### src/rtl/assert_macros.svh
`ifndef ASSERT_MACROS_SVH
`define ASSERT_MACROS_SVH

// Clocked assertion, masked while reset is asserted.
`ifndef SYNTHESIS
`define PAF_ASSERT(lbl, clk, rstn, prop) \
    lbl: assert property (@(posedge clk) disable iff (!(rstn)) (prop)) \
        else $error("assertion failed");
`else
`define PAF_ASSERT(lbl, clk, rstn, prop)
`endif

// Clocked assertion, also checked during reset.
`ifndef SYNTHESIS
`define PAF_ASSERT_RST(lbl, clk, prop) \
    lbl: assert property (@(posedge clk) (prop)) \
        else $error("assertion failed");
`else
`define PAF_ASSERT_RST(lbl, clk, prop)
`endif

`endif

### src/rtl/paf_pkg.sv
`timescale 1ns / 1ps
`default_nettype none

package paf_pkg;

    localparam int ITERATIONS_DEF      = 16;
    localparam int ANGLE_FRAC_BITS_DEF = 13;

    localparam int COORD_W     = 16;
    localparam int FOLD_W      = COORD_W + 1;
    localparam int GUARD_SHIFT = 24;
    localparam int DATA_W      = FOLD_W + 2 + GUARD_SHIFT;
    localparam int Z_W         = 36;
    localparam int ANGLE_W     = 16;

    localparam logic [63:0] PI_Q62_QUARTER = 64'h3243F6A8885A308D;

    localparam logic signed [Z_W-1:0] PI_Q32            = 36'sh3243F6A89;
    localparam logic signed [Z_W-1:0] HALF_PI_Q32       = 36'sh1921FB544;
    localparam logic signed [Z_W-1:0] THREE_HALF_PI_Q32 = 36'sh4B65F1FCD;
    localparam logic signed [Z_W-1:0] TWO_PI_Q32        = 36'sh6487ED511;

    typedef struct packed {
        logic                     hold;
        logic signed [DATA_W-1:0] x;
        logic signed [DATA_W-1:0] y;
        logic signed [Z_W-1:0]    z;
    } paf_data_t;

    // atan(2^-i) in Q32 radians, rounded to nearest; elaboration only.
    function automatic logic [63:0] atan_q32(input int unsigned i);
        logic [63:0] acc;
        logic [63:0] term;
        int unsigned n;
        int unsigned sh;
        if (i == 0) begin
            acc = PI_Q62_QUARTER;
        end else begin
            acc = 64'd0;
            for (int unsigned k = 0; k < 32; k++) begin
                n  = 2 * k + 1;
                sh = i * n;
                if (sh <= 62) begin
                    term = (64'd1 << (62 - sh)) / 64'(n);
                    if (k[0]) begin
                        acc = acc - term;
                    end else begin
                        acc = acc + term;
                    end
                end
            end
        end
        return (acc + (64'd1 << 29)) >> 30;
    endfunction

endpackage

`default_nettype wire

### src/rtl/paf_cell.sv
`timescale 1ns / 1ps
`default_nettype none

`include "assert_macros.svh"

module paf_cell
    import paf_pkg::*;
#(
    parameter int STEP = 0
) (
    input  wire logic       aclk,
    input  wire logic       aresetn,
    input  wire logic       in_valid,
    output logic            in_ready,
    input  wire paf_data_t  in_data,
    output logic            out_valid,
    input  wire logic       out_ready,
    output paf_data_t       out_data
);

    localparam logic signed [Z_W-1:0] ATAN_STEP = Z_W'(atan_q32(STEP));

    logic                      valid_reg;
    paf_data_t                 data_reg;
    paf_data_t                 data_next;
    logic signed [DATA_W-1:0]  x_sh;
    logic signed [DATA_W-1:0]  y_sh;

    assign x_sh = in_data.x >>> STEP;
    assign y_sh = in_data.y >>> STEP;

    always_comb begin
        data_next = in_data;
        if (!in_data.hold) begin
            if (!in_data.y[DATA_W-1]) begin
                data_next.x = in_data.x + y_sh;
                data_next.y = in_data.y - x_sh;
                data_next.z = in_data.z + ATAN_STEP;
            end else begin
                data_next.x = in_data.x - y_sh;
                data_next.y = in_data.y + x_sh;
                data_next.z = in_data.z - ATAN_STEP;
            end
        end
    end

    assign in_ready = !valid_reg || out_ready;

    always_ff @(posedge aclk) begin
        if (!aresetn) begin
            valid_reg <= 1'b0;
        end else if (in_ready) begin
            valid_reg <= in_valid;
        end
    end

    always_ff @(posedge aclk) begin
        if (in_ready && in_valid) begin
            data_reg <= data_next;
        end
    end

    assign out_valid = valid_reg;
    assign out_data  = data_reg;

    `PAF_ASSERT(a_hold_keeps_angle, aclk, aresetn, (in_valid && in_ready && in_data.hold) |=> (out_data.z == $past(in_data.z)))

endmodule

`default_nettype wire

### config.mk
export PLATFORM = sky130hd
export DESIGN_NAME = paf_cell
export DESIGN_NICKNAME = d
export VERILOG_FILES = /design/src/rtl/paf_pkg.sv /design/src/rtl/paf_cell.sv
export VERILOG_INCLUDE_DIRS = /design/src /design/src/rtl
export SDC_FILE = /design/constraint.sdc
export NUM_CORES = 1
export LEC_CHECK = 0
export BUFFER_PORTS_ARGS = -buffer_cell sky130_fd_sc_hd__buf_4
export CAP_MARGIN = 20
export CORE_ASPECT_RATIO = 1.25
export CORE_UTILIZATION = 30
export CTS_CLUSTER_DIAMETER = 50
export DETAILED_ROUTE_END_ITERATION = 10
export RECOVER_POWER = 25
export SYNTH_ARGS = -nofsm -noshare
export SYNTH_HDL_FRONTEND = slang
export SYNTH_SLANG_ARGS = --single-unit
### constraint.sdc
create_clock -name aclk -period 3.7 [get_ports aclk]
set_input_delay 0.37 -clock aclk [delete_from_list [all_inputs] [get_ports aclk]]
set_output_delay 0.37 -clock aclk [all_outputs]
set_load 0.01 [all_outputs]
# After elaboration in Yosys (flattened, before gate mapping)

Cells that the tools add are included.

Register bits after elaboration: 124
Word-level logic and storage cells: 15

Reduce and logical (&&, ||, !) cells: 3
Mux-type cells: 2
$add $sub $neg: 5

Operators with widths:

| operator                                             | number |
|---|---|
| two-way mux 122 bit                                  | 2 |
| subtractor 43 bit                                    | 2 |
| adder 43 bit                                         | 1 |
| adder 36 x 33 -> 36 bit (second input constant)      | 1 |
| subtractor 36 x 33 -> 36 bit (second input constant) | 1 |
| logical AND 1 bit                                    | 1 |
| zero test 1 bit                                      | 1 |
| logical OR 1 bit                                     | 1 |

# Depth between registers and ports, before layout

Depth after elaboration: 3
Mapped depth: 14

# Least setup slack after synthesis

OpenSTA, ideal clock, no wires.

Path type: input -> register
From: input out_ready
To: register data_reg (netlist bit out_data[0]) (enable)
Path buffers: 0
Data arrival time: 3.412 ns
Stages: 2
Slack: -0.209 ns
Cells stage by stage: nand2b_1 and2_1

Word-level cells in the longest chain between the ends: 2

RTL lines:

| what                   | line           | RTL |
|---|---|---|
| start: declaration     | paf_cell.sv:17 | `input wire logic out_ready,` |
| logical OR 1 bit       | paf_cell.sv:47 | `assign in_ready = !valid_reg \|\| out_ready;` |
| logical AND 1 bit      | paf_cell.sv:58 | `if (in_ready && in_valid) begin` |
| end signal: assignment | paf_cell.sv:59 | `data_reg <= data_next;` |
| end: declaration       | paf_cell.sv:24 | `paf_data_t data_reg;` |

Every way passes these cells.
A chain may end at the register's enable or synchronous reset.

==> impl_metrics.json <==
{
  "status": "completed",
  "nets": 2453,
  "finalSetupViolations": 0,
  "avgViaCountPerCell": 5.19,
  "synth_top_area_cell": "edfxtp_1",
  "reg2reg_slack_ps": 2140,
  "dp_hpwl_mm": 41.1,
  "drv_slew": 0,
  "antenna-diode-count": 0,
  "worstMarginPinSlew_ps": 784,
  "io_buffers": 251,
  "synth_nets": 2061,
  "cts_buffers": 17,
  "grt_pass1_vias": 14408,
  "die_y_um": 246,
  "rsz0062_at_grt": "no",
  "postRouteAntennaNets": 0,
  "maxCapViolations": 0,
  "ys_async_sr_fraction_pct": 0,
  "post_drt_wl_per_cell_um": 18.6,
  "final-hold-violation-count": 0,
  "fill_cells": 4881,
  "cts-resized-gates": 0,
  "whs_path_depth": 1,
  "grt.overflow.total": 0,
  "final.min_clock_period_ps": 3530,
  "pin_count": 252,
  "firstDrtPassIters": 5,
  "r2r-end": "out_data[46]",
  "cts_tree": "built",
  "grt_pass1_wl_mm": 78.7,
  "start_util_pct": 30.6,
  "avgSynthCellArea_um2": 8.11,
  "critPathSlowestCell": "or4_4",
  "critical_path_buf_inv_count": 3,
  "synth_area_mm2": 0.0142,
  "endpoint_kind": "flip-flop",
  "fin_skew_ps": 17.7,
  "cts.clk_slew.worst_paths_ps": 70,
  "syn2layout_area_growth_pct": 29.2,
  "post_cts_buffers": 0,
  "cts_sinks": 124,
  "gp_congestion": 0.920,
  "drt_iter0_drc": 1012,
  "totalWireLength_mm": 51.9,
  "critPathArrivalTime_ps": 3740,
  "timing.final.crit_share_pct": 95.4,
  "synth_top_area_share_pct": 25.9,
  "synthTopCellsByArea": "edfxtp_1 26%, ha_1 15%, a21oi_1 6.7%, xnor2_1 5.9%, o21ai_0 5.7%",
  "setup_slack_ps": 169,
  "core_area_mm2": 0.0465,
  "synth_ff_type": "edfxtp_1",
  "max_stage_delay_ps": 560,
  "drt_drc_violations_left": 0,
  "floorplan.rows": 88,
  "fmax_ghz": 0.283,
  "synth_edf_count": 123,
  "die-area_mm2": 0.0484,
  "start_kind": "input port",
  "cts_root_buffer": "clkbuf_16",
  "crit_type": "input port to flip-flop",
  "grt_antenna_before_repair": 1,
  "min-delay-start": "in_data[0]",
  "layout-drive-gt1-share_pct": 19.4,
  "clk_path_buf_depth": 2,
  "track_usage_pct": 21.1,
  "vias": 14481,
  "final.setup.tns_ps": 0,
  "cp_top_family": "compound AO/OA/AOI/OAI gates",
  "path_cells": "buf_4, inv_1, ha_1, or4_4, or4_1, a21oi_2, nor4_2, o211a_1, buf_4, o31ai_4, a21oi_2, o221a_1, a211o_1, xnor2_1",
  "r2r_start": "out_valid",
  "hold_slack_ps": 101,
  "crit_fanout": 6,
  "synthCells": 1755,
  "netlist_top_cells_count": "190 x a21oi_1, 175 x ha_1, 163 x o21ai_0, 143 x nor2_1, 140 x nand2_1",
  "peakVddDrop_v": 0.000312,
  "power_density_mw_per_mm2": 328,
  "grt_max_degree": 124,
  "dp_slack_ps": -296,
  "ys_seq_area_share_pct": 26.1,
  "leakage_nw": 8.12,
  "yosysMostFrequentCell": "a21oi_1",
  "synthDistinctLibCells": 78,
  "hold_class": "input port to flip-flop",
  "slew_headroom_pct": 46.4,
  "ctsHtreeMaxLevel": 4,
  "synth-seq-cells": 124,
  "worst-endpoint-required_ps": 3910,
  "holdBufCountCts": 0,
  "worst_r2r_path_depth": 3,
  "yosys_warnings": 0,
  "die_w_um": 197,
  "clk_latency_ps": 470,
  "hold_path_end": "out_data[0]"
}
-- kinds of logic after synthesis --
logic type	count (synthesis)	synth area share, %
compound gates	626	27.6
xor+xnor	111	6.83
fa+ha+maj	179	15.9
buf+inv	229	6.14
flops	124	26.1
mux	44	3.12
simple gates	442	14.3
-- state kept, by name (all words and copies together) (netlist names) --
register	flops
out_valid	1
out_data	123
-- layout by cell type, fill, tap and decap left out, drive strengths merged, types with 96 or more instances in the layout --
cell type  count
xnor2         96
inv          141
o21ai        163
buf          368
a21oi        192
nor2         143
edfxtp       123
nand2        140
ha           175
clkbuf       107
-- worst max-delay path by stage --
stage	slack (ps)	cells past startpoint	start	to
3_5_place_dp	-300	14	in_data[46]	out_data[121]
4_1_cts	200	14	in_data[46]	out_data[121]
3_3_place_gp	-260	14	in_data[46]	out_data[121]
6_report	170	14	in_data[46]	out_data[121]
5_1_grt	40	14	in_data[46]	out_data[121]
2_1_floorplan	10	13	in_data[46]	out_data[121]
-- routing by layer --
metal	GRT usage, %	vias up	part of all wire (%)
met1	24.8	6814	42
met2	38.4	453	50
met4	7.43	2	2.7
met5	0	-	0.017
li1	-	7132	-
met3	3.36	80	5.3
-- power breakdown --
group	switching, mW	leakage, nW	total, mW	internal (mW)
Sequential	0.0454	1.20	1.79	1.74
Combinational	1.44	6.64	2.52	1.07
Clock	0.738	0.276	1.73	0.989
Total	2.23	8.12	6.03	3.81
-- stage by stage --
| step | total power, mW | utilization, % | area [um2] | std cells |
|---|---|---|---|---|
| 6_report | 6.03 | 39.6 | 18400 | 2790 |
| 5_1_grt | 6.38 | 39.6 | 18400 | 2790 |
| 4_1_cts | 6.16 | 40.3 | 18700 | 2790 |
| 3_5_place_dp | 4.39 | 39.1 | 18200 | 2758 |
| 3_3_place_gp | 4.37 | 39.1 | 18100 | 2757 |
| 2_1_floorplan | 3.29 | - | 14200 | 1755 |
-- area by class of cell --
| type | count | area, um2 | share of cell area [%] |
|---|---|---|---|
| flip-flops and latches | 124 | 3710 | 20.2 |
| inverters | 145 | 544 | 2.96 |
| well taps | 630 | 788 | 4.28 |
| repair buffers | 457 | 3120 | 17.0 |
| clock buffers | 18 | 429 | 2.33 |
| multi-input cells | 1402 | 9660 | 52.5 |
| clock inverters | 14 | 145 | 0.789 |
(Power assumes the default switching activity.)
