==> src/rtl/assert_macros.svh <==
`ifndef ASSERT_MACROS_SVH
`define ASSERT_MACROS_SVH

// Clocked assertion, masked while reset is asserted.
`ifndef SYNTHESIS
`define PAF_ASSERT(lbl, clk, rstn, prop) \
    lbl: assert property (@(posedge clk) disable iff (!(rstn)) (prop)) \
        else $error("assertion failed");
`else
`define PAF_ASSERT(lbl, clk, rstn, prop)
`endif

// Clocked assertion, also checked during reset.
`ifndef SYNTHESIS
`define PAF_ASSERT_RST(lbl, clk, prop) \
    lbl: assert property (@(posedge clk) (prop)) \
        else $error("assertion failed");
`else
`define PAF_ASSERT_RST(lbl, clk, prop)
`endif

`endif

==> src/rtl/paf_pkg.sv <==
`timescale 1ns / 1ps
`default_nettype none

package paf_pkg;

    localparam int ITERATIONS_DEF      = 16;
    localparam int ANGLE_FRAC_BITS_DEF = 13;

    localparam int COORD_W     = 16;
    localparam int FOLD_W      = COORD_W + 1;
    localparam int GUARD_SHIFT = 24;
    localparam int DATA_W      = FOLD_W + 2 + GUARD_SHIFT;
    localparam int Z_W         = 36;
    localparam int ANGLE_W     = 16;

    localparam logic [63:0] PI_Q62_QUARTER = 64'h3243F6A8885A308D;

    localparam logic signed [Z_W-1:0] PI_Q32            = 36'sh3243F6A89;
    localparam logic signed [Z_W-1:0] HALF_PI_Q32       = 36'sh1921FB544;
    localparam logic signed [Z_W-1:0] THREE_HALF_PI_Q32 = 36'sh4B65F1FCD;
    localparam logic signed [Z_W-1:0] TWO_PI_Q32        = 36'sh6487ED511;

    typedef struct packed {
        logic                     hold;
        logic signed [DATA_W-1:0] x;
        logic signed [DATA_W-1:0] y;
        logic signed [Z_W-1:0]    z;
    } paf_data_t;

    // atan(2^-i) in Q32 radians, rounded to nearest; elaboration only.
    function automatic logic [63:0] atan_q32(input int unsigned i);
        logic [63:0] acc;
        logic [63:0] term;
        int unsigned n;
        int unsigned sh;
        if (i == 0) begin
            acc = PI_Q62_QUARTER;
        end else begin
            acc = 64'd0;
            for (int unsigned k = 0; k < 32; k++) begin
                n  = 2 * k + 1;
                sh = i * n;
                if (sh <= 62) begin
                    term = (64'd1 << (62 - sh)) / 64'(n);
                    if (k[0]) begin
                        acc = acc - term;
                    end else begin
                        acc = acc + term;
                    end
                end
            end
        end
        return (acc + (64'd1 << 29)) >> 30;
    endfunction

endpackage

`default_nettype wire

==> src/rtl/paf_post.sv <==
`timescale 1ns / 1ps
`default_nettype none

`include "assert_macros.svh"

module paf_post
    import paf_pkg::*;
#(
    parameter int ANGLE_FRAC_BITS = ANGLE_FRAC_BITS_DEF
) (
    input  wire logic                 aclk,
    input  wire logic                 aresetn,
    input  wire logic                 in_valid,
    output logic                      in_ready,
    input  wire paf_data_t            in_data,
    output logic                      m_valid,
    input  wire logic                 m_ready,
    output logic [ANGLE_W-1:0]        m_angle
);

    localparam int DROP = 32 - ANGLE_FRAC_BITS;
    localparam logic [Z_W:0] HALF_LSB = (Z_W+1)'(1) << (DROP - 1);
    localparam logic [Z_W:0] CAP_RAW  = (Z_W+1)'(TWO_PI_Q32) >> DROP;
    localparam logic [Z_W:0] CAP_MAX  = (Z_W+1)'(2**ANGLE_W - 1);
    localparam logic [Z_W:0] CAP      = (CAP_RAW > CAP_MAX) ? CAP_MAX : CAP_RAW;

    logic                      valid_reg;
    logic [ANGLE_W-1:0]        angle_reg;
    logic [ANGLE_W-1:0]        angle_next;
    logic signed [Z_W:0]       wrapped;
    logic [Z_W:0]              rounded;

    always_comb begin
        wrapped = {in_data.z[Z_W-1], in_data.z};
        if (in_data.z[Z_W-1]) begin
            wrapped = wrapped + {1'b0, TWO_PI_Q32};
        end
        if (wrapped[Z_W]) begin
            wrapped = '0;
        end
        rounded = ($unsigned(wrapped) + HALF_LSB) >> DROP;
        if (rounded > CAP) begin
            angle_next = CAP[ANGLE_W-1:0];
        end else begin
            angle_next = rounded[ANGLE_W-1:0];
        end
    end

    assign in_ready = !valid_reg || m_ready;

    always_ff @(posedge aclk) begin
        if (!aresetn) begin
            valid_reg <= 1'b0;
        end else if (in_ready) begin
            valid_reg <= in_valid;
        end
    end

    always_ff @(posedge aclk) begin
        if (in_ready && in_valid) begin
            angle_reg <= angle_next;
        end
    end

    assign m_valid = valid_reg;
    assign m_angle = angle_reg;

    `PAF_ASSERT(a_angle_below_cap, aclk, aresetn, m_valid |-> ((Z_W+1)'(m_angle) <= CAP))

endmodule

`default_nettype wire

==> config.mk <==
export PLATFORM = sky130hd
export DESIGN_NAME = paf_post
export DESIGN_NICKNAME = d
export VERILOG_FILES = /design/src/rtl/paf_pkg.sv /design/src/rtl/paf_post.sv
export VERILOG_INCLUDE_DIRS = /design/src /design/src/rtl
export SDC_FILE = /design/constraint.sdc
export NUM_CORES = 1
export LEC_CHECK = 0
export BUFFER_PORTS_ARGS = -buffer_cell sky130_fd_sc_hd__buf_2
export CORE_ASPECT_RATIO = 1.25
export CORE_MARGIN = 2
export CORE_UTILIZATION = 44
export CTS_CLUSTER_SIZE = 24
export DETAILED_ROUTE_END_ITERATION = 8
export PLACE_DENSITY = 0.9
export RECOVER_POWER = 100
export SLEW_MARGIN = 20
export SYNTH_ARGS = -nofsm -noshare
export SYNTH_HDL_FRONTEND = slang
export SYNTH_SLANG_ARGS = --single-unit
==> constraint.sdc <==
create_clock -name aclk -period 6.15 [get_ports aclk]
set_clock_uncertainty 0.2 [all_clocks]
set_input_delay 0.3075 -clock aclk [delete_from_list [all_inputs] [get_ports aclk]]
set_output_delay 0.3075 -clock aclk [all_outputs]
set_load 0.02 [all_outputs]
Yosys cells after proc, flatten, opt, wreduce, memory -nomap -nowiden
Cells that the tools add are included.
W data, S select, Z words.
{ "op_classes": {"n_addsub": 2, "magnitude_cmp": 1, "muxes": 2, "n_reduce_logical": 3} }
{ "op_table": {"columns": ["operator", "n"], "rows": [
  ["$add A36 B36 Y37 const B", 1],
  ["$add A37 B19 Y37 const B", 1],
  ["$mux W37", 1],
  ["$mux W36", 1],
  ["$gt A18 B16 Y1 const B", 1],
  ["$logic_and A1 B1 Y1", 1],
  ["$logic_not A1 Y1", 1],
  ["$logic_or A1 B1 Y1", 1]
]} }
{ "totals": {"ff_bits": 17, "input_bits": 127, "elab_cells": 10} }

Logic depth before layout (Yosys ltp)
Gate-level depths: netlist of run 1.
{ "depth": {"depth_word": 5, "ltp_mapped": 19} }

Least setup slack after synthesis of run 1
Ideal clock, no wire load.
{ "synth_path": {"kind": "input to register", "from": "input in_data[21] in the netlist's numbering", "to": "register angle_reg[0], in the netlist m_angle[0], data pin", "arrival_ps": 4230, "t_required_ps": 5691, "setup_slack_ps": 1461, "path_stages": 19, "path_buffers": 2, "cell_sequence": "clkbuf_8 nor3_1 o21ai_0 a2111oi_0 o21a_1 clkbuf_1 a21oi_1 ha_1 nand3_1 nor3_1 a211oi_1 o31a_2 nor4_2 or3b_1 nand3_1 or4b_4 o32ai_2 nor2_2 or2_1"} }
{ "synth_between": {"elab_chain_len": 5} }
{ "synth_rtl": {"columns": ["element", "line", "source"], "rows": [
  ["start: declaration", "paf_post.sv:15", "input wire paf_data_t in_data,"],
  ["$add A36 B36 Y37", "paf_post.sv:36", "wrapped = wrapped + {1'b0, TWO_PI_Q32};"],
  ["$mux W37 *", "paf_post.sv:35", "if (in_data.z[Z_W-1]) begin"],
  ["$mux W36 *", "paf_post.sv:38", "if (wrapped[Z_W]) begin"],
  ["$add A37 B19 Y37 *", "paf_post.sv:41", "rounded = ($unsigned(wrapped) + HALF_LSB) >> DROP;"],
  ["$gt A18 B16 Y1", "paf_post.sv:42", "if (rounded > CAP) begin"],
  ["end signal: assignment", "paf_post.sv:61", "angle_reg <= angle_next;"],
  ["end: declaration", "paf_post.sv:28", "logic [ANGLE_W-1:0] angle_reg;"]
]} }
Mark *: on every way between the ends. The rest lies on a longest branch, timed or not.
A chain may end at the register's enable or synchronous reset.

Worst setup path in the final report of run 1
{ "layout_path": {"from": "input in_data[24] in the netlist's numbering", "to": "register angle_reg[0], in the netlist m_angle[0], data pin"} }
The elaborated chain is that of the path after synthesis.

==> flow_summary_export.csv, run 1 <==
group,metric,value,unit
sta,layout_setup_ws,0.8703,ns
route,route.met2.wl,3045,um
sta,period_minus_slack,5.280,ns
sta,max_freq,189.4,MHz
route,wire_per_inst,15.54,um
finish,fin_nets,454,
pwr,powerDensity,144.0,nW/um2
finish,stdcell_area,2608,um2
floorplanning,die_height,85.51,um
finish,syn_to_final_growth,11.50,%
setup_path,r2r_cells,2,
route,wl_met1,2457,um
logic_synthesis,yosysUniqueCellTypes,85,
logic_synthesis,syn_avg_cell_area,8.504,um2
route,dr.pass1.iters,5,
global_route,grt_overflow_total,0,
placement,port_buffers,57,
floorplanning,core,5116,um2
clocking,postCtsSetupBuffers,0,
route,drt_iter0_drc,213,
clocking,cts.sinks,17,
logic_synthesis,synth_top_area_cell,"edfxtp_1",
placement,place_ws,1.089,ns
global_route,grt_pass1_vias,2312,
pwr,finalPower,375.5,uW
route,final_antenna_net_count,0,
placement,gp_congestion,0.8644,
route,num_vias,2406,
logic_synthesis,syn_inst,275,
clocking,cts_root_buf,"clkbuf_8",
sta,relSlewSlack,37.30,%
setup_path,cp-start-kind,"input port",
clocking,cts_resized,0,
setup_path,reg2reg_from,"m_valid",
pwr,power_leakage,0.8880,nW
placement,post-dp-hpwl,4852,um
route,drc_errors,0,
global_route,grt_pass1_wl,10090,um
sta,min_period_over_period,85.85,%
route,wirelength,6013,um
global_route,grt_usage,20.17,%
logic_synthesis,yosysSeqAreaShare,21.40,%
route,vias_per_cell,6.217,
sta,hold_viol,0,
logic_synthesis,yosys_register_bits,17,
logic_synthesis,synthTopCellsByArea,"edfxtp_1 21%, xnor2_1 4.5%, nor2_1 4.3%, nand3_1 3.6%, o21ai_0 2.8%",
floorplanning,die_area,5917,um2
floorplanning,fp.dieW,69.21,um
route,maxUsedRoutingLayer,"met4",
setup_path,setup.worst_path.class,"input port to register",
logic_synthesis,synth_flop_cell,"edfxtp_1",
finish,final_cell_mix,"39 x buf_2, 28 x nor2_1, 19 x clkbuf_1",
clocking,insertion_delay,0.24,ns
global_route,grt_max_degree,21,
floorplanning,initial_core_util,45.71,%
setup_path,cp.arrival,5.08,ns
setup_path,r2r-end,"m_angle[7]",
placement,placed_area,2613,um2
status,outcome,"finished, final reports clean",
sta,rsz0062_at_grt,"no",
setup_path,cp.required,5.95,ns
setup_path,cp-endpoint,"m_angle[0]",
route,wl_met3,261,um
sta,fin_tns_setup,0,ns
flow_run,max_cap_viol_count,0,
global_route,grt_antenna_before_repair,0,
clocking,cts_made_buffers,3,
logic_synthesis,syn_area,2338,um2
finish,nFillCells,503,
finish,drive_above_1_share,24.00,%
logic_synthesis,netlist.area_leader.share,20.55,%
clocking,htreeDepth,1,
finish,final_common_cell,"buf_2",
sta,setup_viol,0,
setup_path,startpoint,"in_data[24]",
clocking,cts_tree,"built",
floorplanning,io_pins,145,
sta,worst_pin_slew,0.9399,ns
pwr,ir_drop,0.00005762,V
clocking,path_clk_slew,0.06,ns
sta,finalMaxSlewViolations,0,
worst_hold_path,hp-class,"input port to register",
setup_path,end_kind,"register",
logic_synthesis,synth-async-reset-ratio,0,%
finish,antenna_cells,0,
logic_synthesis,synth_warnings,0,
floorplanning,rows,29,
setup_path,rrSetupSlack,4.40,ns
logic_synthesis,synth_edf_count,16,
setup_path,path_max_fanout,10,
clocking,cts_hold_buf,0,
logic_synthesis,syn_nets,403,
clocking,cts_buffer_depth,2,
[state kept, by name (all words and copies together), names as in the netlist]
register / flops
m_angle: 16
m_valid: 1
[synthesized netlist by cell type (3+ instances only)]
library cell	number
nor2_1	27
nand3_1	17
edfxtp_1	16
nand2_1	16
o21ai_0	13
xnor2_1	12
a21oi_1	11
nor3_1	10
nand4_1	8
inv_1	6
nor4_1	6
o2111ai_1	6
a211oi_1	5
buf_2	5
nor2b_1	5
a21o_1	4
and2_1	4
nand2b_1	4
nor3b_1	4
xor2_1	4
a2111oi_0	3
a21boi_0	3
a31oi_1	3
clkbuf_8	3
nor4_2	3
o211ai_1	3
[routing by layer]
layer / vias to the layer above / global-route usage, %
met1: 1100 / 22.96
met5: - / 0
li1: 1189 / -
met3: 20 / 1.293
met2: 97 / 37.67
met4: 0 / 10.52
[critical path: stages]
cell and delay (ns):
buf_2 0.19, nand4_2 0.25, nor4_1 0.67, nand4_1 0.19
o21a_1 0.28, a21oi_1 0.17, ha_1 0.29, nand3_1 0.16
nor4_1 0.20, a211oi_1 0.08, o31a_2 0.17, or2_1 0.25
o41ai_2 0.24, nand3_1 0.22, or4b_4 0.59, o32ai_1 0.39
nor2_1 0.18, or2_1 0.24
[kinds of logic (layout without fill, tap and decap cells)]
logic type               count (synthesis)  after routing  synth area share, %
buffers and inverters                   19             69                5.404
adder cells (fa/ha/maj)                  1              1               0.5350
XOR/XNOR                                17             17                6.688
multiplexers                             3              3                1.338
AND/OR/NAND/NOR                        128            128                31.68
AO/OA/AOI/OAI                           90             90                32.96
flip-flops                              17             17                21.40
[worst min-delay path by stage]
stage	slack (ns)	from	depth (start not counted)	end
2_1_floorplan	0.25	in_valid	2	m_valid
3_3_place_gp	0.30	m_valid	2	m_valid
3_5_place_dp	0.35	m_valid	2	m_valid
4_1_cts	0.13	aresetn	2	m_valid
5_1_grt	0.14	aresetn	2	m_valid
6_report	0.13	aresetn	2	m_valid
[where the power goes]
part           total (mW)  internal, mW  switching [mW]
clock network      0.0785        0.0458          0.0326
logic               0.153        0.0551          0.0974
registers           0.145         0.142         0.00275
total               0.376         0.243           0.133
[metrics by stage]
stage               hold WS, ns  utilization (%)  cells
floorplan                0.2463                -    275
global placement         0.3033            51.06    383
detailed placement       0.3472            51.06    383
CTS                      0.1331            51.94    387
global route             0.1415            50.97    387
finish                   0.1277            50.97    387
[cell type report]
cell class	instances	area [um2]	share of cell area [%]
flip-flops and latches	17	500.5	19.19
repair buffers	59	277.8	10.65
clock buffers	4	45.04	1.727
well taps	62	77.57	2.975
multi-input cells	239	1684	64.59
inverters	6	22.52	0.8637
(Power assumes the default switching activity.)
==> run 2, diff against run 1 <==
Settings changed: RECOVER_POWER 100 to unset.
==> flow_summary_export.csv, run 2 (synthesis gave the netlist of run 1 again) <==
group,metric,value,unit
global_route,grt_antenna_before_repair,0,
pwr,ir_drop,0.00005920,V
sta,hold_viol,0,
setup_path,end_kind,"register",
floorplanning,core,5116,um2
floorplanning,io_pins,145,
clocking,cts_buffer_depth,2,
pwr,intPower,246.2,uW
placement,dp_cells,383,
floorplanning,rows,29,
global_route,grt_overflow_total,0,
route,final_antenna_net_count,0,
status,outcome,"finished, final reports clean",
finish,antenna_cells,0,
placement,post-dp-hpwl,4852,um
setup_path,cp-endpoint,"m_angle[0]",
finish,syn_to_final_growth,13.64,%
finish,final_cell_mix,"57 x buf_2, 27 x nor2_1, 17 x nand3_1",
clocking,cts.sinks,17,
route,wire_per_inst,15.41,um
setup_path,cp-start-kind,"input port",
sta,finalMaxSlewViolations,0,
floorplanning,fp.dieW,69.21,um
sta,min_period_over_period,80.77,%
global_route,grt_max_degree,21,
clocking,path_clk_slew,0.06,ns
sta,relSlewSlack,57.53,%
flow_run,max_cap_viol_count,0,
pwr,p_clk_share,20.7,%
global_route,grt_pass1_vias,2312,
setup_path,cp.depth,18,
clocking,insertion_delay,0.24,ns
global_route,grt_pass1_wl,10090,um
finish,drive_above_1_share,31.08,%
sta,worst_pin_slew,0.6371,ns
sta,period_minus_slack,4.967,ns
route,vias_per_cell,6.230,
clocking,cts_made_buffers,3,
pwr,power_leakage,0.9412,nW
route,wirelength,5962,um
pwr,seq_power_share,37.9,%
setup_path,crit_family,"simple AND/OR/NAND/NOR gates",
finish,largest_reg_flops,16,
setup_path,crit_slowest_cell,"or4b_4",
floorplanning,die_height,85.51,um
finish,final_common_cell,"buf_2",
setup_path,path_cells,"buf_2 -> nand4_2 -> nor4_2 -> nand4_1 -> o21a_1 -> a21oi_1 -> ha_1 -> nand3_1 -> nor4_1 -> a211oi_1 -> o31a_2 -> or2_1 -> o41ai_2 -> nand3_1 -> or4b_4 -> o32ai_2 -> nor2_2 -> or2_1",
route,num_vias,2411,
setup_path,r2r-end,"m_angle[7]",
clocking,cts_tree,"built",
sta,holdWs,0.1285,ns
setup_path,cp.arrival,4.76,ns
sta,setup_viol,0,
pwr,powerDensity,143.0,nW/um2
floorplanning,initial_core_util,45.71,%
floorplanning,die_area,5917,um2
sta,fin_tns_setup,0,ns
clocking,htreeDepth,1,
global_route,grt_usage,20.17,%
route,drc_errors,0,
setup_path,cp.required,5.94,ns
finish,finish.utilization,51.94,%
worst_hold_path,hp-class,"input port to register",
clocking,postCtsSetupBuffers,0,
finish,finalNonFillerCells,387,
setup_path,reg2reg_from,"m_valid",
setup_path,startpoint,"in_data[24]",
route,dr.pass1.iters,4,
setup_path,rrSetupSlack,4.62,ns
placement,gp_congestion,0.8644,
finish,fin_nets,454,
clocking,cts_root_buf,"clkbuf_8",
pwr,combinationalPowerShare,41.4,%
setup_path,critPathMaxStageDelay,0.60,ns
placement,port_buffers,57,
route,drt_iter0_drc,219,
sta,rsz0062_at_grt,"no",
sta,max_freq,201.3,MHz
pwr,p_sw,133.7,uW
setup_path,path_buf_inv,1,
clocking,cts_resized,0,
setup_path,r2r_cells,2,
pwr,swShare,35.20,%
clocking,cts_hold_buf,0,
setup_path,path_max_fanout,10,
setup_path,setup.worst_path.class,"input port to register",
==> run 2: changes by cell type in the layout (fill, tap and decap cells not counted), sizes merged <==
cell,previous run,this run
buf,41,59
clkbuf,22,4
==> run 2: layout make-up <==
class / count / area (um2)
inverter: 6 / 22.52
sequential: 17 / 500.5
fill: 483 / 2459
multi-input combinational: 239 / 1712
timing repair buffer: 59 / 300.3
clock buffer: 4 / 45.04
tap: 62 / 77.57
==> run 2: worst min path at each step <==
stage	cells past startpoint	slack [ns]	endpoint	from
2_1_floorplan	2	0.25	m_valid	in_valid
3_3_place_gp	2	0.30	m_valid	m_valid
3_5_place_dp	2	0.35	m_valid	m_valid
4_1_cts	2	0.13	m_valid	aresetn
5_1_grt	2	0.14	m_valid	aresetn
6_report	2	0.13	m_valid	aresetn
==> run 2: routing by layer <==
metal  wire length (um)  GRT usage (%)  vias up
met5                  0              0        -
li1                   -              -     1193
met1               2410          22.96     1116
met2               3093          37.67       85
met4                230          10.52        0
met3                227          1.293       17
==> run 2: metrics by stage <==
| step | instance area, um2 | power [mW] | setup slack (ns) |
|---|---|---|---|
| after floorplan | 2338 | 0.2577 | 1.461 |
| after global placement | 2613 | 0.2953 | 1.190 |
| after detailed placement | 2613 | 0.3013 | 1.089 |
| after CTS | 2658 | 0.3789 | 1.319 |
| after global routing | 2658 | 0.3999 | 0.8700 |
| final | 2658 | 0.3799 | 1.183 |
==> run 2: power by group through the flow <==
stage          Combinational, mW  Sequential [mW]  Clock (mW)
2_1_floorplan             0.0966            0.161           0
3_3_place_gp               0.150            0.146           0
3_5_place_dp               0.155            0.147           0
4_1_cts                    0.156            0.144      0.0789
5_1_grt                    0.172            0.145      0.0824
6_report                   0.157            0.144      0.0787
