File: config.mk
export PLATFORM = sky130hd
export DESIGN_NAME = paf_prep
export DESIGN_NICKNAME = d
export VERILOG_FILES = /design/src/rtl/assert_macros.svh /design/src/rtl/paf_pkg.sv /design/src/rtl/paf_prep.sv
export SDC_FILE = /design/constraint.sdc
export NUM_CORES = 1
export LEC_CHECK = 0
export BUFFER_PORTS_ARGS = -buffer_cell sky130_fd_sc_hd__buf_2
export CELL_PAD_IN_SITES_DETAIL_PLACEMENT = 0
export CELL_PAD_IN_SITES_GLOBAL_PLACEMENT = 2
export CORE_MARGIN = 4
export CORE_UTILIZATION = 25
export CTS_CLUSTER_DIAMETER = 80
export DETAILED_ROUTE_END_ITERATION = 16
export GPL_TIMING_DRIVEN = 0
export PLACE_DENSITY_LB_ADDON = 0.12
export SLEW_MARGIN = 20
export SYNTH_ARGS = -nofsm -noshare
export SYNTH_HDL_FRONTEND = slang
export SYNTH_SLANG_ARGS = --single-unit
File: constraint.sdc
create_clock -name aclk -period 2.5 [get_ports aclk]
set_input_delay 0.25 -clock aclk [delete_from_list [all_inputs] [get_ports aclk]]
set_output_delay 0.25 -clock aclk [all_outputs]
set_load 0.005 [all_outputs]
File: src/rtl/assert_macros.svh
`ifndef ASSERT_MACROS_SVH
`define ASSERT_MACROS_SVH

// Clocked assertion, masked while reset is asserted.
`ifndef SYNTHESIS
`define PAF_ASSERT(lbl, clk, rstn, prop) \
    lbl: assert property (@(posedge clk) disable iff (!(rstn)) (prop)) \
        else $error("assertion failed");
`else
`define PAF_ASSERT(lbl, clk, rstn, prop)
`endif

// Clocked assertion, also checked during reset.
`ifndef SYNTHESIS
`define PAF_ASSERT_RST(lbl, clk, prop) \
    lbl: assert property (@(posedge clk) (prop)) \
        else $error("assertion failed");
`else
`define PAF_ASSERT_RST(lbl, clk, prop)
`endif

`endif

File: src/rtl/paf_pkg.sv
`timescale 1ns / 1ps
`default_nettype none

package paf_pkg;

    localparam int ITERATIONS_DEF      = 16;
    localparam int ANGLE_FRAC_BITS_DEF = 13;

    localparam int COORD_W     = 16;
    localparam int FOLD_W      = COORD_W + 1;
    localparam int GUARD_SHIFT = 24;
    localparam int DATA_W      = FOLD_W + 2 + GUARD_SHIFT;
    localparam int Z_W         = 36;
    localparam int ANGLE_W     = 16;

    localparam logic [63:0] PI_Q62_QUARTER = 64'h3243F6A8885A308D;

    localparam logic signed [Z_W-1:0] PI_Q32            = 36'sh3243F6A89;
    localparam logic signed [Z_W-1:0] HALF_PI_Q32       = 36'sh1921FB544;
    localparam logic signed [Z_W-1:0] THREE_HALF_PI_Q32 = 36'sh4B65F1FCD;
    localparam logic signed [Z_W-1:0] TWO_PI_Q32        = 36'sh6487ED511;

    typedef struct packed {
        logic                     hold;
        logic signed [DATA_W-1:0] x;
        logic signed [DATA_W-1:0] y;
        logic signed [Z_W-1:0]    z;
    } paf_data_t;

    // atan(2^-i) in Q32 radians, rounded to nearest; elaboration only.
    function automatic logic [63:0] atan_q32(input int unsigned i);
        logic [63:0] acc;
        logic [63:0] term;
        int unsigned n;
        int unsigned sh;
        if (i == 0) begin
            acc = PI_Q62_QUARTER;
        end else begin
            acc = 64'd0;
            for (int unsigned k = 0; k < 32; k++) begin
                n  = 2 * k + 1;
                sh = i * n;
                if (sh <= 62) begin
                    term = (64'd1 << (62 - sh)) / 64'(n);
                    if (k[0]) begin
                        acc = acc - term;
                    end else begin
                        acc = acc + term;
                    end
                end
            end
        end
        return (acc + (64'd1 << 29)) >> 30;
    endfunction

endpackage

`default_nettype wire

File: src/rtl/paf_prep.sv
`timescale 1ns / 1ps
`default_nettype none

module paf_prep
    import paf_pkg::*;
(
    input  wire logic                       aclk,
    input  wire logic                       aresetn,
    input  wire logic                       in_valid,
    output logic                            in_ready,
    input  wire logic signed [COORD_W-1:0]  x_coord,
    input  wire logic signed [COORD_W-1:0]  y_coord,
    output logic                            out_valid,
    input  wire logic                       out_ready,
    output paf_data_t                       out_data
);

    logic                      valid_reg;
    paf_data_t                 data_reg;
    paf_data_t                 data_next;
    logic signed [FOLD_W-1:0]  x_ext;
    logic signed [FOLD_W-1:0]  y_ext;
    logic signed [FOLD_W-1:0]  x_fold;
    logic signed [FOLD_W-1:0]  y_fold;
    logic                      left;

    assign x_ext = {x_coord[COORD_W-1], x_coord};
    assign y_ext = {y_coord[COORD_W-1], y_coord};
    assign left  = x_coord[COORD_W-1];

    // fold the left half-plane onto the right one
    assign x_fold = left ? -x_ext : x_ext;
    assign y_fold = left ? -y_ext : y_ext;

    always_comb begin
        data_next.hold = 1'b0;
        data_next.x = {{(DATA_W-FOLD_W-GUARD_SHIFT){x_fold[FOLD_W-1]}}, x_fold,
                       {GUARD_SHIFT{1'b0}}};
        data_next.y = {{(DATA_W-FOLD_W-GUARD_SHIFT){y_fold[FOLD_W-1]}}, y_fold,
                       {GUARD_SHIFT{1'b0}}};
        data_next.z = left ? PI_Q32 : '0;
        if (x_coord == '0) begin
            data_next.hold = 1'b1;
            if (y_coord == '0) begin
                data_next.z = '0;
            end else if (y_coord[COORD_W-1]) begin
                data_next.z = THREE_HALF_PI_Q32;
            end else begin
                data_next.z = HALF_PI_Q32;
            end
        end else if (y_coord == '0) begin
            data_next.hold = 1'b1;
            data_next.z    = left ? PI_Q32 : '0;
        end
    end

    assign in_ready = !valid_reg || out_ready;

    always_ff @(posedge aclk) begin
        if (!aresetn) begin
            valid_reg <= 1'b0;
        end else if (in_ready) begin
            valid_reg <= in_valid;
        end
    end

    always_ff @(posedge aclk) begin
        if (in_ready && in_valid) begin
            data_reg <= data_next;
        end
    end

    assign out_valid = valid_reg;
    assign out_data  = data_reg;

endmodule

`default_nettype wire

### Yosys cells after proc, flatten, opt, wreduce, memory -nomap -nowiden

Cells that the tools add are included.

| cells by class | value |
|---|---|
| reductions and logical operators | 5 |
| multiplexer cells | 7 |
| order comparisons | 0 |
| add/sub/neg operators | 2 |
| divide/modulo/power cells | 0 |
| shift-type cells | 0 |
| equal/unequal tests | 0 |
| multiply operators | 0 |
| bitwise operators | 0 |

Operator list:

| cell | number |
|---|---|
| 35-bit two-way mux | 2 |
| 36-bit two-way mux | 1 |
| 17-bit two-way mux | 2 |
| 34-bit two-way mux | 1 |
| 16-bit negation with 17-bit output | 2 |
| 16-bit zero test | 2 |
| 1-bit logical AND | 1 |
| 1-bit zero test | 1 |
| 1-bit logical OR | 1 |
| 1-bit two-way mux | 1 |

| word-level totals | value |
|---|---|
| memories | 0 |
| latch bits | 0 |
| flip-flop bits (word level) | 72 |
| bits of input ports | 36 |
| ROM bits | 0 |
| word-level logic and storage cells | 20 |
| bits in writable memories | 0 |
| output and inout port bits | 125 |

### Logic depth before layout (Yosys ltp)

Gate-level depths: netlist (run 1).

| depth | value |
|---|---|
| depth after elaboration | 3 |
| depth in mapped cells | 6 |
| depth with buffers taken out | 6 |

### Worst setup path before layout (run 1)

No wires, ideal clock.

| timing | value |
|---|---|
| kind | reg2reg |
| from | reg valid_reg, in the netlist out_valid |
| to | reg data_reg, in the netlist out_data[103], enable pin |
| cell stages (with the launch flop) | 3 |
| period minus slack after synthesis | 1.880 ns |
| library setup time | 0.405 ns |
| buffers on the path | 0 |
| data arrival time | 1.475 ns |
| required time | 2.095 ns |
| path slack | 0.620 ns |
| cells stage by stage | dfxtp_1 nand2b_1 and2_1 |

| on the way | value |
|---|---|
| longest elaborated chain between the ends | 3 |

Ends and longest elaborated chain:

| element | RTL line | text |
|---|---|---|
| start, declared | paf_prep.sv:18 | `logic valid_reg;` |
| start signal, assigned | paf_prep.sv:63 | `valid_reg <= in_valid;` |
| 1-bit zero test | paf_prep.sv:57 | `assign in_ready = !valid_reg \|\| out_ready;` |
| 1-bit logical OR | paf_prep.sv:57 |  |
| via in_ready | paf_prep.sv:10 | `output logic in_ready,` |
| 1-bit logical AND | paf_prep.sv:68 | `if (in_ready && in_valid) begin` |
| end signal, assigned | paf_prep.sv:69 | `data_reg <= data_next;` |
| end, declared | paf_prep.sv:19 | `paf_data_t data_reg;` |

The timed path passes the listed nets, and every way through them passes these cells.
A chain may end at the register's enable or synchronous reset.

### Worst setup path after layout (run 1)

| timing | value |
|---|---|
| from | in y_coord[4] |
| to | reg data_reg, in the netlist out_data[32] (data pin) |

| on the way | value |
|---|---|
| longest elaborated chain between the ends | 3 |

Ends and longest elaborated chain:

| element | RTL line | text |
|---|---|---|
| start, declared | paf_prep.sv:12 | `input wire logic signed [COORD_W-1:0] y_coord,` |
| 16-bit zero test | paf_prep.sv:44, paf_prep.sv:51 |  |
| 35-bit two-way mux | paf_prep.sv:44 | `if (y_coord == '0) begin` |
| 36-bit two-way mux | paf_prep.sv:42 | `if (x_coord == '0) begin` |

No other way between the ends.

==> results of run 1 <==
-- worst min-delay path by stage --
stage / startpoint / to / slack, ps / cells past startpoint
detailed placement: x_coord[0] / out_data[103] / 490 / 1
global route: x_coord[0] / out_data[103] / 170 / 1
global placement: x_coord[0] / out_data[103] / 490 / 1
floorplan: x_coord[0] / out_data[103] / 350 / 0
finish: x_coord[0] / out_data[103] / 190 / 1
CTS: x_coord[0] / out_data[103] / 170 / 1
-- registers in the layout, indices dropped and copies added, names as in the netlist --
signal     count
out_valid      1
out_data      43
-- worst max-delay path, stage by stage --
cell	delay (ps)
buf_2	130
nor4_1	560
nand4_1	290
nand2b_1	340
ha_1	250
a21o_2	180
-- routing by layer --
metal	up-vias	part of all wire [%]
met5	-	0
met2	98	47
met4	0	1.0
met1	847	44
li1	1019	-
met3	4	8.5
-- synth_stat cells, drive strengths merged, types with 4 or more instances --
library cell / instances / area share, %
nor2: 4 / 0.56
nor4: 5 / 1.7
o41ai: 4 / 1.3
nand3: 5 / 0.93
nand2b: 4 / 0.93
nand2: 11 / 1.5
buf: 80 / 22
clkbuf: 5 / 0.70
o31ai: 9 / 2.5
inv: 8 / 1.1
and2: 5 / 1.2
ha: 4 / 1.9
o21ai: 8 / 1.5
xnor2: 26 / 8.5
edfxtp: 43 / 48
-- layout make-up --
type                            instances  area, um2  area share, %
Buffer                                 85      619.3          16.56
Clock buffer                            5      68.82          1.840
Clock inverter                          2      60.06          1.606
Inverter                                8      30.03         0.8029
Multi-Input combinational cell        157      932.1          24.92
Sequential cell                        44       1311          35.06
Tap cell                              136      170.2          4.550
Timing Repair Buffer                  105      548.0          14.65
-- power groups by stage --
stage	Sequential (mW)	Clock, mW	Combinational (mW)
CTS	0.896	0.666	0.372
finish	0.894	0.641	0.369
floorplan	0.921	0	0.207
global route	0.902	0.697	0.413
detailed placement	0.912	0	0.372
global placement	0.913	0	0.365
-- kinds of logic after synthesis --
kind of cell / count (synthesis) / synth area share (%)
xor+xnor: 27 / 8.820
other cells: 1 / 0.1399
flops: 44 / 48.90
fa+ha+maj: 4 / 1.867
buf+inv: 93 / 24.22
simple gates: 42 / 9.052
compound gates: 27 / 7.000
-- per-stage QoR --
step | utilization [%] | instances | setup WS, ps
2_1_floorplan | - | 294 | 620.3
3_3_place_gp | 34.54 | 534 | 36.33
3_5_place_dp | 34.82 | 535 | 205.5
4_1_cts | 36.06 | 542 | 547.9
5_1_grt | 36.06 | 542 | 413.4
6_report | 36.06 | 542 | 571.9
==> results.py, run 1 <==
metrics = {
    "final_layout": {
        "final_cell_mix": "buf_2, buf_4, conb_1",
        "antenna_cells": 0,
        "nets": 446,
        "drive_gt1_share_pct": 49.01,
        "fillers": 1095,
        "fin_area_um2": 3740,
        "syn_to_final_growth_pct": 39.48,
        "final_common_cell": "buf_2",
    },
    "placed_design": {
        "place_hpwl_um": 5092,
        "dpl_cell_area_um2": 3611,
        "numPortBuffers": 104,
        "place.gp.congestion": 0.6766,
    },
    "critical_path": {
        "r2r-start": "out_valid",
        "worst_setup_path_end_kind": "flop",
        "cp.required_ps": 2560,
        "path_class": "in2reg",
        "rr_worst_depth": 3,
        "worstPathMaxFanout": 5,
        "crit_start": "y_coord[4]",
        "crit_end": "out_data[32]",
        "r2r_slack_ps": 1030,
        "r2r-end": "out_data[22]",
        "start_kind": "input pin",
        "crit_arrival_ps": 1990,
    },
    "route": {
        "drc": 0,
        "drt_first_pass_iters": 4,
        "antenna_left": 0,
        "routed_wl_um": 6331,
        "vias": 1968,
        "wl_per_cell_um": 11.68,
        "drtIter0Drc": 56,
        "vias_per_cell": 3.631,
    },
    "pwr": {
        "seqPwrFrac_pct": 47.0,
        "switching_share_pct": 22.79,
        "power_frac_comb_pct": 19.4,
        "p_leak_nw": 1.786,
        "irDropWorstVdd_uv": 230.6,
        "p_sw_mw": 0.4337,
        "internal_power_mw": 1.470,
        "power_frac_clock_pct": 33.7,
        "p_per_area_nw_per_um2": 508.9,
        "p_total_mw": 1.903,
    },
    "timing": {
        "worstMarginPinSlew_ps": 594.2,
        "clock_skew_ps": 6.619,
        "holdWs_ps": 187.0,
        "drv_slew": 0,
        "rsz0062_at_grt": "false",
        "hold_viol": 0,
        "setup_viol": 0,
        "fin_crit_sh_pct": 77.12,
        "fmax_ghz": 0.5187,
        "period_needed_ps": 1928,
        "relSlewSlack_pct": 60.02,
        "setup_tns_ps": 0,
    },
    "global_route": {
        "use_met1_pct": 11.82,
        "grt_pass1_vias": 1920,
        "gr-total-overflow": 0,
        "use_met3_pct": 3.152,
        "antenna_found_initial": 0,
        "grt_first_pass_wirelength_um": 9915,
        "use_met2_pct": 17.25,
        "busiest_layer": "met2",
        "grt_max_degree": 23,
        "grt_usage_pct": 9.984,
    },
    "die": {
        "io_pins": 161,
        "die_w_um": 111.6,
        "fp.dieArea_um2": 12450,
        "die_h_um": 111.6,
        "start_util_pct": 25.86,
        "coreArea_um2": 10370,
        "row_count": 37,
    },
    "yosys": {
        "ys_types": 28,
        "yosysWarnings": 0,
        "syn_area_um2": 2681,
        "synth_edf_count": 43,
        "ys_ff_latch": 44,
        "avgSynthCellArea_um2": 11.27,
        "yosysSeqAreaShare_pct": 48.90,
        "ys_async_sr_fraction_pct": 0,
        "synthCells": 238,
        "ys.flop_type": "edfxtp_1",
    },
    "cts": {
        "clkLatencyLatePin_ps": 300,
        "h-tree-depth": 2,
        "cts_tree": "built",
        "cts_hold_buf": 0,
        "cts_setup_buffers": 0,
        "clk_path_buf_depth": 2,
        "cts.sinks": 44,
        "clk_pin_slew_ps": 90,
        "cts_resized": 0,
        "root_buffer": "clkbuf_8",
        "cts_made_buffers": 5,
    },
    "outcome": {
        "status": "finished clean",
    },
    "flow_run": {
        "maxCapViolCount": 0,
    },
    "min_path": {
        "min_path_type": "in2reg",
    },
}
No activity file was read; power rests on OpenSTA's default activity.
==> inputs of run 2 (changes only) <==
==> constraint.sdc (replaced) <==
create_clock -name aclk -period 2 [get_ports aclk]
set_input_delay 0.2 -clock aclk [delete_from_list [all_inputs] [get_ports aclk]]
set_output_delay 0.2 -clock aclk [all_outputs]
set_load 0.005 [all_outputs]
==> results.py, run 2 (same netlist as run 1, synthesis figures left out) <==
metrics = {
    "flow_run": {
        "maxCapViolCount": 0,
    },
    "route": {
        "drc": 0,
        "drt_first_pass_iters": 4,
        "drtIter0Drc": 57,
        "routed_wl_um": 6334,
        "wl_per_cell_um": 11.69,
        "vias_per_cell": 3.638,
        "antenna_left": 0,
        "vias": 1972,
    },
    "final_layout": {
        "utilization_pct": 36.12,
        "antenna_cells": 0,
        "drive_gt1_share_pct": 49.26,
        "final_common_cell": "buf_2",
        "largest_reg_flops": 43,
        "syn_to_final_growth_pct": 39.71,
        "final_cell_mix": "buf_2, buf_4, conb_1",
        "nets": 446,
    },
    "critical_path": {
        "crit_end": "out_data[32]",
        "path_class": "in2reg",
        "worstPathMaxFanout": 5,
        "r2r-end": "out_data[22]",
        "crit_start": "y_coord[4]",
        "worst_setup_path_end_kind": "flop",
        "r2r-start": "out_valid",
        "rr_worst_depth": 3,
        "start_kind": "input pin",
        "cp.required_ps": 2060,
        "crit_arrival_ps": 1760,
        "r2r_slack_ps": 530,
    },
    "timing": {
        "setup_viol": 0,
        "drv_slew": 0,
        "hold_viol": 0,
        "worstMarginPinSlew_ps": 562.4,
        "rsz0062_at_grt": "false",
        "fin_crit_sh_pct": 84.82,
        "relSlewSlack_pct": 62.51,
        "clock_skew_ps": 5.256,
        "period_needed_ps": 1696,
        "fmax_ghz": 0.5895,
    },
    "die": {
        "fp.dieArea_um2": 12450,
        "io_pins": 161,
        "coreArea_um2": 10370,
        "die_w_um": 111.6,
        "row_count": 37,
        "die_h_um": 111.6,
        "start_util_pct": 25.86,
    },
    "global_route": {
        "grt_usage_pct": 9.984,
        "antenna_found_initial": 0,
        "grt_first_pass_wirelength_um": 9915,
        "gr-total-overflow": 0,
        "grt_pass1_vias": 1920,
        "grt_max_degree": 23,
    },
    "placed_design": {
        "place.gp.congestion": 0.6766,
        "place_hpwl_um": 5092,
        "numPortBuffers": 104,
    },
    "pwr": {
        "p_total_mw": 2.378,
        "p_per_area_nw_per_um2": 634.8,
        "irDropWorstVdd_uv": 288.3,
        "p_leak_nw": 1.787,
    },
    "outcome": {
        "status": "finished clean",
    },
    "cts": {
        "cts_setup_buffers": 0,
        "clk_path_buf_depth": 2,
        "clkLatencyLatePin_ps": 290,
        "clk_pin_slew_ps": 90,
        "cts_tree": "built",
        "cts_made_buffers": 5,
        "cts_hold_buf": 0,
        "root_buffer": "clkbuf_8",
        "h-tree-depth": 2,
        "cts.sinks": 44,
    },
    "min_path": {
        "min_path_type": "in2reg",
    },
}
## run 2: changes by cell type in the layout (fill, tap and decap cells not counted)
cell,delta
nor4_2,+1
nor4_1,-1
## run 2: worst min path at each step
stage,startpoint,end,cells after the start
2_1_floorplan,x_coord[0],out_data[103],0
3_3_place_gp,x_coord[0],out_data[103],1
3_5_place_dp,x_coord[0],out_data[103],1
4_1_cts,x_coord[0],out_data[103],1
5_1_grt,x_coord[0],out_data[103],1
6_report,x_coord[0],out_data[103],1
## run 2: report_power, final
group	total (mW)	switching, mW	internal [mW]	leakage, nW
Sequential	1.12	0.0203	1.10	0.426
Clock	0.799	0.307	0.492	0.0642
Combinational	0.462	0.214	0.248	1.30
## run 2: critical path, cell delays in order
cell and delay (ps):
buf_2 130, nor4_2 420, nand4_1 250, nand2b_1 330, ha_1 250, a21o_2 180
## run 2: through the flow
step	TNS, ps	std cells	area [um2]	worst slack [ps]	hold WS (ps)
after global placement	-18870	534	3582	-413.7	436.7
after floorplan	0	294	2892	120.3	298.9
after global routing	0	542	3746	167.5	118.6
after detailed placement	-1177	535	3611	-244.5	439.7
after CTS	0	542	3740	97.89	123.4
final	0	542	3746	303.6	137.2
## run 2: timing repair
action,in CTS,in global routing
endpoints found under the hold margin,0,0
gates resized for setup,0,1
endpoints found under the setup margin,0,4
## run 2: final cells by class
cell class	instances	area (um2)
clock buffers	5	68.82
fillers	1094	6624
clock inverters	2	60.06
multi-input cells	157	938.4
flip-flops and latches	44	1311
repair buffers	105	548.0
inverters	8	30.03
well taps	136	170.2
plain buffers	85	619.3
## run 2: routing by layer
layer | global-route usage (%) | share of wire (%) | vias to the layer above
met2 | 17.25 | 47 | 98
met5 | 0 | 0 | -
met3 | 3.152 | 8.5 | 4
li1 | - | - | 1019
met1 | 11.82 | 44 | 851
met4 | 3.163 | 1.0 | 0
==> inputs of run 3 (changes only) <==
--- a/config.mk
+++ b/config.mk
@@ -5,6 +5,7 @@
 export SDC_FILE = /design/constraint.sdc
 export NUM_CORES = 1
 export LEC_CHECK = 0
+export ABC_AREA = 1
 export BUFFER_PORTS_ARGS = -buffer_cell sky130_fd_sc_hd__buf_2
 export CELL_PAD_IN_SITES_DETAIL_PLACEMENT = 0
 export CELL_PAD_IN_SITES_GLOBAL_PLACEMENT = 2
==> constraint.sdc (replaced) <==
create_clock -name aclk -period 1.6 [get_ports aclk]
set_input_delay 0.16 -clock aclk [delete_from_list [all_inputs] [get_ports aclk]]
set_output_delay 0.16 -clock aclk [all_outputs]
set_load 0.005 [all_outputs]
==> results.py, run 3 <==
metrics = {
    "outcome": {
        "status": "finished clean",
    },
    "placed_design": {
        "numPortBuffers": 103,
        "place_hpwl_um": 5890,
        "place_ws_ps": -60.84,
        "dp.cells": 628,
        "place.gp.congestion": 0.7388,
    },
    "yosys": {
        "ys_ff_latch": 44,
        "syn_area_um2": 2943,
        "synth_edf_count": 43,
        "avgSynthCellArea_um2": 9.083,
        "synth_area_leaders": "edfxtp_1, buf_4, nand2_1",
        "yosysSeqAreaShare_pct": 44.56,
        "yosysWarnings": 0,
        "yosysTopAreaCellShare_pct": 43.88,
        "ys_types": 29,
        "synth_area_leader_cell": "edfxtp_1",
        "yosysMostFrequentCell": "buf_4",
        "ys.flop_type": "edfxtp_1",
        "synthCells": 324,
        "yosys-top-cells-count": "buf_4, nand2_1, edfxtp_1, inv_1, nor2_1",
        "ys_async_sr_fraction_pct": 0,
    },
    "route": {
        "drtIter0Drc": 91,
        "antenna_left": 0,
        "vias": 2342,
        "vias_per_cell": 3.682,
        "drc": 0,
        "routed_wl_um": 7060,
        "wl_per_cell_um": 11.10,
        "drt_first_pass_iters": 4,
    },
    "final_layout": {
        "nets": 532,
        "regArea_um2": 1311,
        "antenna_cells": 0,
        "fillers": 1248,
        "final_common_cell": "buf_2",
        "multi_input_comb_area_um2": 1105,
        "syn_to_final_growth_pct": 37.76,
        "final_cell_mix": "buf_2, buf_4, nand2_1",
        "drive_gt1_share_pct": 45.03,
        "layoutNonFillerInstCount": 636,
        "largest_reg_flops": 43,
    },
    "cts": {
        "h-tree-depth": 2,
        "cts_made_buffers": 5,
        "cts_resized": 0,
        "clkLatencyLatePin_ps": 280,
        "clk_path_buf_depth": 2,
        "root_buffer": "clkbuf_16",
        "clk_pin_slew_ps": 60,
        "cts_tree": "built",
        "cts.sinks": 44,
        "cts_setup_buffers": 0,
        "cts_hold_buf": 0,
    },
    "critical_path": {
        "worst_setup_path_end_kind": "flop",
        "crit_arrival_ps": 1370,
        "r2r-start": "out_valid",
        "start_kind": "input pin",
        "cp.required_ps": 1630,
        "worstPathMaxFanout": 4,
        "crit_start": "y_coord[0]",
        "r2r_slack_ps": 330,
        "path_class": "in2reg",
        "crit_end": "out_data[76]",
        "rr_worst_depth": 2,
        "r2r-end": "out_data[107]",
    },
    "timing": {
        "clock_skew_ps": 2.807,
        "fmax_ghz": 0.7476,
        "fin_crit_sh_pct": 83.60,
        "setup_tns_ps": 0,
        "drv_slew": 0,
        "period_needed_ps": 1338,
        "rsz0062_at_grt": "false",
        "worst_slack_ps": 262.4,
        "holdWs_ps": 78.99,
        "setup_viol": 0,
        "hold_viol": 0,
    },
    "global_route": {
        "gr-total-overflow": 0,
        "grt_max_degree": 24,
        "antenna_found_initial": 0,
        "grt_pass1_vias": 2166,
        "grt_usage_pct": 10.06,
        "grt_first_pass_wirelength_um": 10620,
    },
    "pwr": {
        "p_per_area_nw_per_um2": 748.0,
        "irDropWorstVdd_uv": 419.2,
        "p_leak_nw": 2.124,
        "p_total_mw": 3.033,
    },
    "flow_run": {
        "maxCapViolCount": 0,
    },
    "min_path": {
        "min_path_type": "in2reg",
    },
    "die": {
        "row_count": 39,
        "start_util_pct": 25.66,
        "die_w_um": 116.5,
        "io_pins": 161,
        "die_h_um": 116.5,
        "fp.dieArea_um2": 13570,
        "coreArea_um2": 11470,
    },
}
[run 3: cell count changes after synthesis, sizes merged, moves of 11 or more]
cell / before / now
xnor2: 26 / 11
nand3: 5 / 16
o21ai: 8 / 21
nor2: 4 / 29
inv: 8 / 32
nand2: 11 / 70
[run 3: through the flow]
step / instance area (um2) / utilization [%]
2_1_floorplan: 3164 / -
3_3_place_gp: 3859 / 33.65
3_5_place_dp: 3914 / 34.13
4_1_cts: 4054 / 35.35
5_1_grt: 4054 / 35.35
6_report: 4054 / 35.35
[run 3: metal layers]
layer | track usage (%) | share of wire [%] | vias up
met5 | 0 | 0 | -
li1 | - | - | 1232
met4 | 2.784 | 0.99 | 0
met2 | 17.20 | 48 | 108
met3 | 2.021 | 9.4 | 4
met1 | 12.92 | 42 | 998
[run 3: area by class of cell]
type / count / share of cell area (%)
plain buffers: 85 / 15.49
clock buffers: 6 / 3.179
clock inverters: 2 / 0.2778
inverters: 32 / 2.963
multi-input cells: 219 / 27.25
flip-flops and latches: 44 / 32.35
well taps: 143 / 4.414
repair buffers: 105 / 14.07
[run 3: report_power, final]
group	switching, mW	internal (mW)
Combinational	0.316	0.325
Clock	0.422	0.574
Sequential	0.0269	1.37
Total	0.765	2.27
[run 3: critical path: stages]
cell and delay, ps:
buf_2 110, inv_1 70, ha_1 190, nand3_2 150
nor2_2 170, nand3b_2 140, ha_1 300, o21ai_0 80
[run 3: worst min-delay path by stage]
| stage | start | endpoint | slack (ps) | depth (start not counted) |
|---|---|---|---|---|
| finish | y_coord[0] | out_data[60] | 80 | 1 |
| global route | y_coord[0] | out_data[60] | 80 | 1 |
| CTS | y_coord[0] | out_data[60] | 70 | 1 |
| detailed placement | y_coord[0] | out_data[60] | 370 | 1 |
| global placement | y_coord[0] | out_data[60] | 360 | 1 |
| floorplan | x_coord[0] | out_data[103] | 260 | 0 |
[run 3: kinds of logic (layout without fill, tap and decap cells)]
family                   after synthesis  count (layout)  share of synthesized area [%]
flip-flops                            44              44                          44.56
AO/OA/AOI/OAI                         23              23                          5.145
adder cells (fa/ha/maj)                4               4                          1.701
other                                  1              57                         0.1274
buffers and inverters                117             230                          25.42
XOR/XNOR                              14              14                          4.167
AND/OR/NAND/NOR                      121             121                          18.88
